File: src/hw/rtl/mqlb_pkg.sv
// ----------------------------------------------------------------------------
// Multi-queue linked buffer package
// Shared sizes, codes, payload types and the controller/datapath interface.
// ----------------------------------------------------------------------------
package mqlb_pkg;

   localparam int NUM_QUEUES   = 16;
   localparam int POOL_ENTRIES = 64;
   localparam int HANDLE_BITS  = 16;

   localparam int ENTRY_BITS = $clog2(POOL_ENTRIES);
   localparam int COUNT_BITS = $clog2(POOL_ENTRIES + 1);
   localparam int QIDX_BITS  = $clog2(NUM_QUEUES);
   localparam int QCNT_BITS  = $clog2(NUM_QUEUES + 1);
   localparam int WALK_BITS  = (COUNT_BITS > QCNT_BITS) ? COUNT_BITS : QCNT_BITS;
   localparam int DATA_BITS  = 4 + HANDLE_BITS;

   localparam logic [2:0] CMD_ENQUEUE   = 3'd0;
   localparam logic [2:0] CMD_DEQUEUE   = 3'd1;
   localparam logic [2:0] CMD_FLUSH     = 3'd2;
   localparam logic [2:0] CMD_PEEK      = 3'd3;
   localparam logic [2:0] CMD_LIST      = 3'd4;
   localparam logic [2:0] CMD_FLUSH_ALL = 3'd5;

   localparam logic [1:0] ST_OK    = 2'd0;
   localparam logic [1:0] ST_EMPTY = 2'd1;
   localparam logic [1:0] ST_FULL  = 2'd2;

   localparam logic [4:0] QUEUE_COUNT_RESET = 5'd16;

   typedef struct packed {
      logic [2:0]  command;
      logic [3:0]  queue_index;
      logic [3:0]  sender_id;
      logic [15:0] message_handle;
   } req_type;

   typedef struct packed {
      logic [1:0]  status;
      logic [3:0]  out_receiver;
      logic [3:0]  out_sender;
      logic [15:0] out_handle;
      logic        last_result;
   } rsp_type;

   typedef enum logic [3:0] {
      OP_NONE,
      OP_CAPTURE,
      OP_INIT,
      OP_ENQ_RD,
      OP_ENQ_WR,
      OP_ENQ_LINK,
      OP_DEQ_RD,
      OP_DEQ_WR,
      OP_FLUSH,
      OP_FLUSH_ALL,
      OP_LIST_START,
      OP_LIST_NEXT
   } dp_op_type;

   typedef enum logic [1:0] {
      EM_NONE,
      EM_ENQ,
      EM_ENTRY
   } emit_sel_type;

   typedef struct packed {
      dp_op_type    op;
      logic         emit;
      emit_sel_type sel;
      logic [1:0]   status;
      logic         last;
   } ctl_cmd_type;

   typedef struct packed {
      logic [2:0] command;
      logic       q_ok;
      logic       q_empty;
      logic       pool_empty;
      logic       fa_done;
      logic       list_last;
      logic       walk_last;
      logic       rsp_free;
   } dp_stat_type;

endpackage

File: src/hw/rtl/multi_queue_linked_buffer.sv
// ----------------------------------------------------------------------------
// Multi-queue linked buffer
// Per-receiver FIFOs kept as linked lists in a shared pool with a free list.
// ----------------------------------------------------------------------------
//  Channel    Ports                           Direction
//  request    req_valid/req_ready/req_data    in
//  response   rsp_valid/rsp_ready/rsp_data    out
//  register   csr_we/csr_wdata (queue_count)  in
//
// List emits one result per entry and flush all walks the queues below the
// queue count register; each step does at most one link write or one link
// read. After reset the link memory is chained into the free list while
// req_ready is held low. The result register lets a new transaction be
// accepted while the previous result is still pending.
// ----------------------------------------------------------------------------
module multi_queue_linked_buffer (
   input  logic              clock,
   input  logic              reset,
   input  logic              req_valid,
   output logic              req_ready,
   input  mqlb_pkg::req_type req_data,
   output logic              rsp_valid,
   input  logic              rsp_ready,
   output mqlb_pkg::rsp_type rsp_data,
   input  logic              csr_we,
   input  logic [4:0]        csr_wdata
);

   mqlb_pkg::ctl_cmd_type cmd;
   mqlb_pkg::dp_stat_type stat;

   mqlb_controller u_controller (
      .clock     (clock),
      .reset     (reset),
      .req_valid (req_valid),
      .req_ready (req_ready),
      .stat      (stat),
      .cmd       (cmd)
   );

   mqlb_datapath u_datapath (
      .clock     (clock),
      .reset     (reset),
      .req_data  (req_data),
      .csr_we    (csr_we),
      .csr_wdata (csr_wdata),
      .cmd       (cmd),
      .stat      (stat),
      .rsp_valid (rsp_valid),
      .rsp_ready (rsp_ready),
      .rsp_data  (rsp_data)
   );

endmodule

File: src/hw/rtl/mqlb_ram.sv
// ----------------------------------------------------------------------------
// Generic RAM
// One write port and one read port with registered read data.
// ----------------------------------------------------------------------------
module mqlb_ram #(
   parameter int WIDTH = 8,
   parameter int DEPTH = 64
) (
   input  logic                     clock,
   input  logic                     wr_en,
   input  logic [$clog2(DEPTH)-1:0] wr_addr,
   input  logic [WIDTH-1:0]         wr_data,
   input  logic                     rd_en,
   input  logic [$clog2(DEPTH)-1:0] rd_addr,
   output logic [WIDTH-1:0]         rd_data
);

   logic [WIDTH-1:0] mem_ff [DEPTH];
   logic [WIDTH-1:0] rd_data_ff;

   always_ff @(posedge clock) begin
      if (wr_en) begin
         mem_ff[wr_addr] <= wr_data;
      end
      if (rd_en) begin
         rd_data_ff <= mem_ff[rd_addr];
      end
   end

   assign rd_data = rd_data_ff;

endmodule

File: src/hw/rtl/mqlb_datapath.sv
// ----------------------------------------------------------------------------
// Multi-queue linked buffer datapath
// Pool memories, queue pointers, free list, walk counter and result register.
// ----------------------------------------------------------------------------
module mqlb_datapath (
   input  logic                  clock,
   input  logic                  reset,
   input  mqlb_pkg::req_type     req_data,
   input  logic                  csr_we,
   input  logic [4:0]            csr_wdata,
   input  mqlb_pkg::ctl_cmd_type cmd,
   output mqlb_pkg::dp_stat_type stat,
   output logic                  rsp_valid,
   input  logic                  rsp_ready,
   output mqlb_pkg::rsp_type     rsp_data
);

   localparam int EB = mqlb_pkg::ENTRY_BITS;
   localparam int CB = mqlb_pkg::COUNT_BITS;
   localparam int QB = mqlb_pkg::QIDX_BITS;
   localparam int WB = mqlb_pkg::WALK_BITS;
   localparam int NQ = mqlb_pkg::NUM_QUEUES;
   localparam int HB = mqlb_pkg::HANDLE_BITS;

   mqlb_pkg::req_type req_ff, req_in;
   logic [4:0]        qcnt_ff, qcnt_in;
   logic [EB-1:0]     head_ff [NQ];
   logic [EB-1:0]     head_in [NQ];
   logic [EB-1:0]     tail_ff [NQ];
   logic [EB-1:0]     tail_in [NQ];
   logic [CB-1:0]     len_ff [NQ];
   logic [CB-1:0]     len_in [NQ];
   logic [EB-1:0]     free_head_ff, free_head_in;
   logic [CB-1:0]     free_cnt_ff, free_cnt_in;
   logic [WB-1:0]     walk_ff, walk_in;
   logic [EB-1:0]     entry_ff, entry_in;
   logic              rsp_valid_ff, rsp_valid_in;
   mqlb_pkg::rsp_type rsp_ff, rsp_in;

   logic                           link_we, rd_en, data_we;
   logic [EB-1:0]                  link_waddr, link_wdata, rd_addr;
   logic [EB-1:0]                  link_rd;
   logic [mqlb_pkg::DATA_BITS-1:0] data_wdata, data_rd;

   logic [QB-1:0] qi, fidx;
   logic          q_ok, f_ok;
   logic [CB:0]   cnt_sum;
   int            fa_limit;

   mqlb_ram #(.WIDTH(EB), .DEPTH(mqlb_pkg::POOL_ENTRIES)) u_link_ram (
      .clock   (clock),
      .wr_en   (link_we),
      .wr_addr (link_waddr),
      .wr_data (link_wdata),
      .rd_en   (rd_en),
      .rd_addr (rd_addr),
      .rd_data (link_rd)
   );

   mqlb_ram #(.WIDTH(mqlb_pkg::DATA_BITS), .DEPTH(mqlb_pkg::POOL_ENTRIES)) u_data_ram (
      .clock   (clock),
      .wr_en   (data_we),
      .wr_addr (free_head_ff),
      .wr_data (data_wdata),
      .rd_en   (rd_en),
      .rd_addr (rd_addr),
      .rd_data (data_rd)
   );

   assign qi       = QB'(req_ff.queue_index);
   assign q_ok     = 32'(req_ff.queue_index) < NQ;
   assign fa_limit = (32'(qcnt_ff) > NQ) ? NQ : 32'(qcnt_ff);
   assign fidx     = (cmd.op == mqlb_pkg::OP_FLUSH_ALL) ? QB'(walk_ff) : qi;
   assign f_ok     = (cmd.op == mqlb_pkg::OP_FLUSH_ALL) ? 1'b1 : q_ok;
   assign cnt_sum  = {1'b0, free_cnt_ff} + {1'b0, len_ff[fidx]};
   assign data_wdata = {req_ff.sender_id, HB'(req_ff.message_handle)};

   always_comb begin
      stat.command    = req_ff.command;
      stat.q_ok       = q_ok;
      stat.q_empty    = !q_ok || (len_ff[qi] == '0);
      stat.pool_empty = (free_cnt_ff == '0);
      stat.fa_done    = 32'(walk_ff) >= fa_limit;
      stat.list_last  = (walk_ff == WB'(1));
      stat.walk_last  = 32'(walk_ff) == mqlb_pkg::POOL_ENTRIES - 1;
      stat.rsp_free   = !rsp_valid_ff || rsp_ready;
   end

   always_comb begin
      req_in       = req_ff;
      qcnt_in      = csr_we ? csr_wdata : qcnt_ff;
      head_in      = head_ff;
      tail_in      = tail_ff;
      len_in       = len_ff;
      free_head_in = free_head_ff;
      free_cnt_in  = free_cnt_ff;
      walk_in      = walk_ff;
      entry_in     = entry_ff;
      link_we      = 1'b0;
      link_waddr   = '0;
      link_wdata   = '0;
      data_we      = 1'b0;
      rd_en        = 1'b0;
      rd_addr      = '0;
      case (cmd.op)
         mqlb_pkg::OP_CAPTURE: begin
            req_in  = req_data;
            walk_in = '0;
         end
         mqlb_pkg::OP_INIT: begin
            link_we    = 1'b1;
            link_waddr = EB'(walk_ff);
            link_wdata = stat.walk_last ? '0 : EB'(walk_ff + WB'(1));
            walk_in    = walk_ff + WB'(1);
         end
         mqlb_pkg::OP_ENQ_RD: begin
            rd_en   = 1'b1;
            rd_addr = free_head_ff;
         end
         mqlb_pkg::OP_ENQ_WR: begin
            link_we      = 1'b1;
            link_waddr   = free_head_ff;
            data_we      = 1'b1;
            free_head_in = link_rd;
            free_cnt_in  = free_cnt_ff - CB'(1);
            if (len_ff[qi] == '0) begin
               head_in[qi] = free_head_ff;
            end
            entry_in    = tail_ff[qi];
            tail_in[qi] = free_head_ff;
            len_in[qi]  = len_ff[qi] + CB'(1);
         end
         mqlb_pkg::OP_ENQ_LINK: begin
            link_we    = 1'b1;
            link_waddr = entry_ff;
            link_wdata = tail_ff[qi];
         end
         mqlb_pkg::OP_DEQ_RD: begin
            rd_en    = 1'b1;
            rd_addr  = head_ff[qi];
            entry_in = head_ff[qi];
         end
         mqlb_pkg::OP_DEQ_WR: begin
            head_in[qi]  = link_rd;
            link_we      = 1'b1;
            link_waddr   = entry_ff;
            link_wdata   = free_head_ff;
            free_head_in = entry_ff;
            if (32'(free_cnt_ff) < mqlb_pkg::POOL_ENTRIES) begin
               free_cnt_in = free_cnt_ff + CB'(1);
            end
            len_in[qi] = len_ff[qi] - CB'(1);
            if (len_ff[qi] == CB'(1)) begin
               head_in[qi] = '0;
               tail_in[qi] = '0;
            end
         end
         mqlb_pkg::OP_FLUSH, mqlb_pkg::OP_FLUSH_ALL: begin
            if (cmd.op == mqlb_pkg::OP_FLUSH_ALL) begin
               walk_in = walk_ff + WB'(1);
            end
            if (f_ok && (len_ff[fidx] != '0)) begin
               link_we      = 1'b1;
               link_waddr   = tail_ff[fidx];
               link_wdata   = free_head_ff;
               free_head_in = head_ff[fidx];
               free_cnt_in  = (32'(cnt_sum) > mqlb_pkg::POOL_ENTRIES) ?
                              CB'(mqlb_pkg::POOL_ENTRIES) : CB'(cnt_sum);
               len_in[fidx]  = '0;
               head_in[fidx] = '0;
               tail_in[fidx] = '0;
            end
         end
         mqlb_pkg::OP_LIST_START: begin
            rd_en   = 1'b1;
            rd_addr = head_ff[qi];
            walk_in = WB'(len_ff[qi]);
         end
         mqlb_pkg::OP_LIST_NEXT: begin
            rd_en   = 1'b1;
            rd_addr = link_rd;
            walk_in = walk_ff - WB'(1);
         end
         default: begin
         end
      endcase
   end

   always_comb begin
      rsp_valid_in = rsp_valid_ff && !rsp_ready;
      rsp_in       = rsp_ff;
      if (cmd.emit) begin
         rsp_valid_in       = 1'b1;
         rsp_in.status      = cmd.status;
         rsp_in.last_result = cmd.last;
         case (cmd.sel)
            mqlb_pkg::EM_ENQ: begin
               rsp_in.out_receiver = req_ff.queue_index;
               rsp_in.out_sender   = req_ff.sender_id;
               rsp_in.out_handle   = 16'(HB'(req_ff.message_handle));
            end
            mqlb_pkg::EM_ENTRY: begin
               rsp_in.out_receiver = req_ff.queue_index;
               rsp_in.out_sender   = data_rd[mqlb_pkg::DATA_BITS-1 -: 4];
               rsp_in.out_handle   = 16'(data_rd[HB-1:0]);
            end
            default: begin
               rsp_in.out_receiver = '0;
               rsp_in.out_sender   = '0;
               rsp_in.out_handle   = '0;
            end
         endcase
      end
   end

   always_ff @(posedge clock) begin
      if (reset) begin
         qcnt_ff      <= mqlb_pkg::QUEUE_COUNT_RESET;
         free_head_ff <= '0;
         free_cnt_ff  <= CB'(mqlb_pkg::POOL_ENTRIES);
         walk_ff      <= '0;
         rsp_valid_ff <= 1'b0;
         for (int i = 0; i < NQ; i++) begin
            head_ff[i] <= '0;
            tail_ff[i] <= '0;
            len_ff[i]  <= '0;
         end
      end else begin
         qcnt_ff      <= qcnt_in;
         free_head_ff <= free_head_in;
         free_cnt_ff  <= free_cnt_in;
         walk_ff      <= walk_in;
         rsp_valid_ff <= rsp_valid_in;
         head_ff      <= head_in;
         tail_ff      <= tail_in;
         len_ff       <= len_in;
      end
      req_ff   <= req_in;
      entry_ff <= entry_in;
      rsp_ff   <= rsp_in;
   end

   assign rsp_valid = rsp_valid_ff;
   assign rsp_data  = rsp_ff;

endmodule

File: src/hw/rtl/mqlb_controller.sv
// ----------------------------------------------------------------------------
// Multi-queue linked buffer controller
// Sequences each command into datapath operations and result emission.
// ----------------------------------------------------------------------------
module mqlb_controller (
   input  logic                  clock,
   input  logic                  reset,
   input  logic                  req_valid,
   output logic                  req_ready,
   input  mqlb_pkg::dp_stat_type stat,
   output mqlb_pkg::ctl_cmd_type cmd
);

   typedef enum logic [7:0] {
      S_INIT     = 8'b00000001,
      S_IDLE     = 8'b00000010,
      S_DECODE   = 8'b00000100,
      S_ENQ_WR   = 8'b00001000,
      S_ENQ_LINK = 8'b00010000,
      S_DEQ_WR   = 8'b00100000,
      S_FALL     = 8'b01000000,
      S_EMIT     = 8'b10000000
   } state_type;

   state_type              state_ff, state_in;
   mqlb_pkg::emit_sel_type em_sel_ff, em_sel_in;
   logic [1:0]             em_status_ff, em_status_in;
   logic                   em_list_ff, em_list_in;

   always_comb begin
      state_in     = state_ff;
      em_sel_in    = em_sel_ff;
      em_status_in = em_status_ff;
      em_list_in   = em_list_ff;
      cmd.op       = mqlb_pkg::OP_NONE;
      cmd.emit     = 1'b0;
      cmd.sel      = mqlb_pkg::EM_NONE;
      cmd.status   = mqlb_pkg::ST_OK;
      cmd.last     = 1'b1;
      case (state_ff)
         S_INIT: begin
            cmd.op = mqlb_pkg::OP_INIT;
            if (stat.walk_last) begin
               state_in = S_IDLE;
            end
         end
         S_IDLE: begin
            if (req_valid) begin
               cmd.op   = mqlb_pkg::OP_CAPTURE;
               state_in = S_DECODE;
            end
         end
         S_DECODE: begin
            state_in     = S_EMIT;
            em_sel_in    = mqlb_pkg::EM_NONE;
            em_status_in = mqlb_pkg::ST_OK;
            em_list_in   = 1'b0;
            case (stat.command)
               mqlb_pkg::CMD_ENQUEUE: begin
                  if (!stat.q_ok || stat.pool_empty) begin
                     em_status_in = mqlb_pkg::ST_FULL;
                  end else begin
                     cmd.op    = mqlb_pkg::OP_ENQ_RD;
                     em_sel_in = mqlb_pkg::EM_ENQ;
                     state_in  = S_ENQ_WR;
                  end
               end
               mqlb_pkg::CMD_DEQUEUE: begin
                  if (stat.q_empty) begin
                     em_status_in = mqlb_pkg::ST_EMPTY;
                  end else begin
                     cmd.op    = mqlb_pkg::OP_DEQ_RD;
                     em_sel_in = mqlb_pkg::EM_ENTRY;
                     state_in  = S_DEQ_WR;
                  end
               end
               mqlb_pkg::CMD_FLUSH: begin
                  cmd.op = mqlb_pkg::OP_FLUSH;
               end
               mqlb_pkg::CMD_PEEK: begin
                  if (stat.q_empty) begin
                     em_status_in = mqlb_pkg::ST_EMPTY;
                  end else begin
                     cmd.op    = mqlb_pkg::OP_DEQ_RD;
                     em_sel_in = mqlb_pkg::EM_ENTRY;
                  end
               end
               mqlb_pkg::CMD_LIST: begin
                  if (stat.q_empty) begin
                     em_status_in = mqlb_pkg::ST_EMPTY;
                  end else begin
                     cmd.op     = mqlb_pkg::OP_LIST_START;
                     em_sel_in  = mqlb_pkg::EM_ENTRY;
                     em_list_in = 1'b1;
                  end
               end
               mqlb_pkg::CMD_FLUSH_ALL: begin
                  state_in = S_FALL;
               end
               default: begin
               end
            endcase
         end
         S_ENQ_WR: begin
            cmd.op   = mqlb_pkg::OP_ENQ_WR;
            state_in = stat.q_empty ? S_EMIT : S_ENQ_LINK;
         end
         S_ENQ_LINK: begin
            cmd.op   = mqlb_pkg::OP_ENQ_LINK;
            state_in = S_EMIT;
         end
         S_DEQ_WR: begin
            cmd.op   = mqlb_pkg::OP_DEQ_WR;
            state_in = S_EMIT;
         end
         S_FALL: begin
            if (stat.fa_done) begin
               state_in = S_EMIT;
            end else begin
               cmd.op = mqlb_pkg::OP_FLUSH_ALL;
            end
         end
         S_EMIT: begin
            if (stat.rsp_free) begin
               cmd.emit   = 1'b1;
               cmd.sel    = em_sel_ff;
               cmd.status = em_status_ff;
               cmd.last   = !em_list_ff || stat.list_last;
               if (em_list_ff && !stat.list_last) begin
                  cmd.op = mqlb_pkg::OP_LIST_NEXT;
               end else begin
                  state_in = S_IDLE;
               end
            end
         end
         default: begin
            state_in = S_IDLE;
         end
      endcase
   end

   always_ff @(posedge clock) begin
      if (reset) begin
         state_ff <= S_INIT;
      end else begin
         state_ff <= state_in;
      end
      em_sel_ff    <= em_sel_in;
      em_status_ff <= em_status_in;
      em_list_ff   <= em_list_in;
   end

   assign req_ready = (state_ff == S_IDLE);

endmodule

File: config.mk
export PLATFORM = sky130hd
export DESIGN_NAME = multi_queue_linked_buffer
export DESIGN_NICKNAME = d
export VERILOG_FILES = /design/src/hw/rtl/mqlb_pkg.sv /design/src/hw/rtl/multi_queue_linked_buffer.sv /design/src/hw/rtl/mqlb_ram.sv /design/src/hw/rtl/mqlb_datapath.sv /design/src/hw/rtl/mqlb_controller.sv
export SDC_FILE = /design/constraint.sdc
export NUM_CORES = 2
export LEC_CHECK = 0
export ABC_AREA = 1
export BUFFER_PORTS_ARGS = -buffer_cell sky130_fd_sc_hd__buf_2
export CORE_MARGIN = 2
export CORE_UTILIZATION = 42
export CTS_CLUSTER_SIZE = 24
export DETAILED_ROUTE_END_ITERATION = 12
export GPL_TIMING_DRIVEN = 0
export PLACE_DENSITY = 0.65
export SLEW_MARGIN = 30
export SYNTH_ARGS = -nofsm -noshare
export SYNTH_HDL_FRONTEND = slang
export SYNTH_HIERARCHICAL = 1
export SYNTH_SLANG_ARGS = --single-unit
File: constraint.sdc
create_clock -name clock -period 14.7 [get_ports clock]
set_input_delay 1.47 -clock clock [delete_from_list [all_inputs] [get_ports clock]]
set_output_delay 1.47 -clock clock [all_outputs]
set_load 0.02 [all_outputs]
# Word level (Yosys, flattened, before mapping)
# Memory sizes are Yosys's and may differ from the RTL's. A register that Yosys moved wholly into a read port is not among the register bits.
# Index checks and enable logic that the tools add are counted.
totals:
  ff_bits: 403
  mem_bits_rw: 1664
  in_bits: 37
  output_inout_bits: 29
  elab_cells: 259
  memories: 2
op_classes:
  n_addsub: 7
  order_cmp: 8
  n_eq_ne: 39
  muxes: 94
  bitwise_logic: 10
  n_reduce_logical: 32
memory_table:
  columns: ["memory", "words", "word_bits", "read_ports", "rd_ports_with_merged_regs", "wr", "line_no", "source"]
  rows:
  - ["u_datapath.u_data_ram.mem_ff", 64, 20, 1, 1, 1, "mqlb_ram.sv:18", "logic [WIDTH-1:0] mem_ff [DEPTH];"]
  - ["u_datapath.u_link_ram.mem_ff", 64, 6, 1, 1, 1, "mqlb_ram.sv:18", null]
op_table:
  columns: ["operator", "count"]
  rows:
  - ["$pmux 96 s3", 2]
  - ["$mux 96", 5]
  - ["$and 96x96->96", 4]
  - ["$pmux 112 s3", 1]
  - ["$bwmux 96", 3]
  - ["$bwmux 112", 2]
  - ["$not 96->96", 2]
  - ["$and 112x112->112", 1]
  - ["$mux 112", 1]
  - ["$not 112->112", 1]
  - ["$bmux 6 s4", 4]
  - ["$mux 6", 15]
  - ["$mux 7", 10]
  - ["$mux 8", 8]
  - ["$bmux 7 s4", 2]
  - ["$demux 7 s4", 2]
  - ["$pmux 8 s7", 1]
  - ["$demux 6 s4", 2]
  - ["$pmux 24 s2", 1]
  - ["$pmux 6 s4", 2]
  - ["$pmux 6 s3", 2]
  - ["$pmux 7 s5", 1]
  - ["$ge 7x32->1", 1]
  - ["$pmux 4 s8", 1]
  - ["57 further kinds", 116]

# Longest topological paths before layout
logic_depth:
  ltp_word: 19
  depth_mapped: 46
  depth_no_buf: 43

# Hierarchy
# Netlist, hierarchy kept.
by_module_without_submodules:
  columns: ["module", "instances", "cells_per_inst", "area_per_inst_um2", "seq_area_each_um2"]
  rows:
  - ["mqlb_ram at u_datapath.u_data_ram", 1, 4390, 52405.3, 39037.4]
  - ["mqlb_datapath", 1, 4481, 27620.2, 8408.1]
  - ["mqlb_ram at u_datapath.u_link_ram", 1, 1376, 15990.3, 11711.2]
  - ["mqlb_controller", 1, 135, 991.0, 310.3]

# Worst setup path before layout
# No wires, ideal clock.
synth_timing:
  path_kind: "input to register"
  from: "input port rsp_ready"
  to: "memory u_datapath/u_link_ram/mem_ff[48][0] (netlist name), enable pin"
  setup_time_ps: 386
  arrival_time_ps: 5707
  t_required_ps: 14314
  path_slack_ps: 8608
  path_stages: 24
  path_buffers: 4
  path_cell_list: "inv_1 -> nand2_1 -> inv_1 -> nor2_4 -> nand2_2 -> nand2_2 -> inv_2 -> o21ai_2 -> inv_1 -> nor2_4 -> nand2_2 -> buf_6 -> nand2_1 -> o21ai_4 -> nand2_4 -> buf_2 -> buf_1 -> clkbuf_1 -> o22ai_1 -> o21ai_0 -> nand4_1 -> o21ai_0 -> nand4_1 -> nor4_1"
synth_lines:
  columns: ["item", "line_no", "source"]
  rows:
  - ["from (decl)", "multi_queue_linked_buffer.sv:23", "input logic rsp_ready,"]
  - ["to (decl)", "mqlb_ram.sv:18", null]

==> summary.md <==
| Metric | Value |
|---|---|
| Run status | complete, no violations |
| Yosys cell types | 58 |
| Core Region | between 0.2 and 0.25 mm2 |
| FFs w/ async S/R, synth | 0% |
| Power, Total | 12.4 mW |
| Hold WC Path Type | register to register |
| CTS tree | built |
| ANT nets after route | 0 |
| Leak | approximately 43 nW |
| VDD IR max | 0.178 mV |
| # IOs | 66 |
| Pwr per Cell Area | 111 mW/mm2 |
| Critical Path Slowest Stage Cell | nor2_1 |
| Register area share after synthesis | 61.3% |
| Total Routing Usage GR | 34.1% |
| WL per Instance | between 20 and 30 um |
| Share of layout cells above drive strength 1 | 11.2% |
| Hold Vio Cnt, Final | 0 |
| Vias in the first global route | 77400 |
| Pre-antenna DRT Iters | 9 |
| R2R Path End | u_datapath/u_link_ram/mem_ff[17][3] |
| Sum Neg Setup Slack | 0 ns |
| Number of synthesized register bits | 2093 |
| DP Worst Slack | 2.88 ns |
| RSZ-0062 raised after global routing | no |
| Slew headroom | 22.0% |
| Reg-to-reg slack, setup | 2.25 ns |
| Largest net degree at the start of global routing | 38 |
| CP delay by family, top | simple AND/OR/NAND/NOR gates |
| Syn nets | 10500 |
| Most common flop cell mapped by yosys | edfxtp_1 |
| Clock Path Buffers | 3 |
| First-iteration detailed-routing DRC count | about 11000 |
| Reg-to-Reg Start | u_datapath/qi[2] |
| Crit path kind | register to register |
| Post-Synthesis Cells | 10400 |
| Slew @ Worst Pin | 1.17 ns |
| Starting density of the core | a little over two fifths |
| Max-slew violations | 0 |
| Crit path from | u_datapath/qi[2] |
| Post-DR vias/cell | 5.85 |
| # H-tree levels | 4 |
| Number of cells on the critical path | 29 |
| Die boundary width | 485 um |
| PortBufs | 65 |
| Final min period | 12.45 ns |
| Vias | between 80000 and 90000 |
| Final setup fails | 0 |
| Slowest stage delay, CP | 0.89 ns |
| Period Utilization, post-route | 84.7% |
| Synthesized cell area | approximately 0.097 mm2 |
| Worst skew pair latency | 0.89 ns |
| Die Y | a little under 500 um |
| Fmax | between 80 and 90 MHz |
| MaxCap Viol Count | 0 |
| Register clock-pin slew on the reported worst setup and hold paths | 0.06 ns |
| CP endpoint | u_datapath/u_link_ram/mem_ff[17][3] |
| First-pass GRT wire length | about 570 mm |
| Drt drc | 0 |
| Nets | 10900 |
| RD Place Congestion | between 1 and 1.5 |
| Dpl hpwl | 306 mm |
| Final setup margin | roughly 2.2 ns |
| CP arrival | about 13 ns |
| Initial antenna violation count | 21 |
| Critical path buffers and inverters | 8 |
| Num rows | between 150 and 200 |
| Inst Count DP | around 14000 |
| Overflow after GRT | 0 |
| Number of sinks on the clock net | approximately 2100 |
| PostCTS Resize Cnt | 0 |
| Crit. End Element | register |
| Fin Clk Skew | 0.0859 ns |
| CTS buffer count | 221 |
| YS warnings | 6 |
| Clock Root Buffer | clkbuf_16 |
| EDFF count, synth | 1755 |
| Cell repeated most along the worst path | nor2_1 |
| Total routed wirelength | around 410 mm |
| FF-to-FF path depth | 29 |
| Finished Layout Cells | 14100 |
| Total Die Area | 0.235 mm2 |
| Hold-fix buffers, CTS | 0 |
| Element type at the critical path start | register |
| Critical path data required time | 15.17 ns |
| Postcts setup bufs | 0 |
| Area Overhead vs Synth | 15.6% |
| Hold slack | 0.467 ns |
| Crit path max fanout | 10 |
| Avg Cell Area, Syn | 9.34 um2 |
## power breakdown
group / total, mW / internal (mW) / switching (mW)
combinational: 0.251 / 0.0593 / 0.192
clock: 5.77 / 3.30 / 2.47
sequential: 6.41 / 6.40 / 0.0105
total: 12.4 / 9.76 / 2.67
## synth_stat cells (5+ instances only)
library cell | number | area share, %
inv_1 | 555 | 2.1
nand2_2 | 13 | 0.084
nand2_1 | 3397 | 13
ha_1 | 29 | 0.37
nor3_1 | 53 | 0.27
nand2_4 | 5 | 0.058
a22oi_2 | 7 | 0.090
o221ai_1 | 41 | 0.37
nor2_4 | 7 | 0.081
o22ai_1 | 242 | 1.6
clkbuf_1 | 176 | 0.68
o21bai_1 | 14 | 0.11
nand4_1 | 71 | 0.46
nor2_1 | 830 | 3.2
nand3_4 | 12 | 0.22
nor4_1 | 10 | 0.064
a31o_2 | 14 | 0.13
dfxtp_1 | 338 | 7.0
buf_6 | 13 | 0.15
o31ai_1 | 85 | 0.66
inv_2 | 20 | 0.077
a22oi_1 | 20 | 0.15
buf_4 | 96 | 0.74
o21ai_0 | 205 | 1.1
nor2_2 | 15 | 0.097
nand3_1 | 1664 | 8.6
o211ai_1 | 86 | 0.67
o21ai_1 | 14 | 0.072
nand3_2 | 9 | 0.093
buf_1 | 77 | 0.30
buf_2 | 269 | 1.4
nand4_2 | 12 | 0.15
edfxtp_1 | 1755 | 54
a21oi_1 | 168 | 0.87
o311ai_0 | 11 | 0.099
xor2_1 | 11 | 0.099
## registers in the layout, indices dropped and copies added (netlist names)
signal and cells:
u_controller/em_status_ff 2, u_datapath/len_ff 112, u_datapath/free_cnt_ff 7, u_datapath/entry_ff 6, u_datapath/u_data_ram/rd_data 20, u_datapath/u_link_ram/rd_data 6
u_datapath/u_data_ram/mem_ff 1280, u_datapath/rsp_data 27, u_controller/em_sel_ff 2, u_controller/em_list_ff 1, u_datapath/data_wdata 20, u_controller/state_ff 8
u_datapath/qi 4, u_datapath/qcnt_ff 5, u_datapath/head_ff 96, u_datapath/free_head_ff 6, u_datapath/u_link_ram/mem_ff 384, u_datapath/tail_ff 96
u_datapath/stat 3, u_datapath/rsp_valid 1, u_datapath/walk_ff 7
## how the worst min path moves through the flow
stage,from,endpoint,slack [ns],cells after the start
after floorplan,u_datapath/qcnt_ff[0],u_datapath/qcnt_ff[0],0.43,2
after detailed placement,u_datapath/len_ff[37],u_datapath/len_ff[37],0.46,2
after global placement,u_datapath/len_ff[57],u_datapath/len_ff[57],0.45,2
after global routing,u_datapath/len_ff[93],u_datapath/len_ff[93],0.48,2
after CTS,u_datapath/len_ff[37],u_datapath/len_ff[37],0.47,2
final,u_datapath/len_ff[107],u_datapath/len_ff[107],0.47,2
## cell usage in the layout, fill, tap and decap left out, drive strengths merged, types with 4 or more instances in the layout
master,instances
nand2,3415
inv,579
ha,29
a31o,14
clkbuf,454
clkinv,101
o211ai,86
edfxtp,1755
o21ai,224
o311ai,11
nand3,1685
o22ai,242
nor4,10
xor2,11
a22oi,27
o31ai,85
dfxtp,338
nor2,853
clkinvlp,13
diode,8
nor3,55
o221ai,41
buf,701
a21oi,170
bufinv,27
o21bai,14
nand3b,4
nand4,83
## area by class of cell
cell class | instances | area [um2]
Clock inverter | 139 | 1630
Timing Repair Buffer | 246 | 3110
Clock buffer | 277 | 5840
Antenna cell | 8 | 20.0
Sequential cell | 2093 | 59500
Fill cell | 21300 | 118000
Multi-Input combinational cell | 7076 | 32900
Tap cell | 3026 | 3790
Inverter | 581 | 2190
Buffer | 632 | 3250
## logic make-up after synthesis
| logic type | count (synthesis) | synth area share [%] |
|---|---|---|
| buffers and inverters | 1213 | 5.53 |
| DFF | 2093 | 61.3 |
| xor gates and xnor gates | 13 | 0.117 |
| other | 1 | 0.00387 |
| AOI/OAI and AO/OA | 925 | 6.00 |
| adders and majority gates | 31 | 0.415 |
| and+or+nand+nor | 6106 | 26.6 |
## worst reg2reg max path: cells and delay by family, from the launching register on
kind	cells	cell delay, ns
and+or+nand+nor	15	4.76
buffers and inverters	8	4.18
AOI/OAI and AO/OA	6	2.38
DFF	1	0.81
## metal layers
layer	up-vias	track usage (%)	wire length [um]
met4	14	19.7	28100
li1	36600	-	-
met5	-	0.143	116
met3	1116	6.41	36100
met2	4701	54.9	189000
met1	39900	42.9	158000
## per-stage QoR
step | area (um2) | util [%]
6_report | 112000 | 48.8
5_1_grt | 112000 | 48.8
4_1_cts | 112000 | 48.8
3_5_place_dp | 105000 | 45.5
3_3_place_gp | 101000 | 44.0
2_1_floorplan | 97000 | -
No activity file was read; power rests on OpenSTA's default activity.
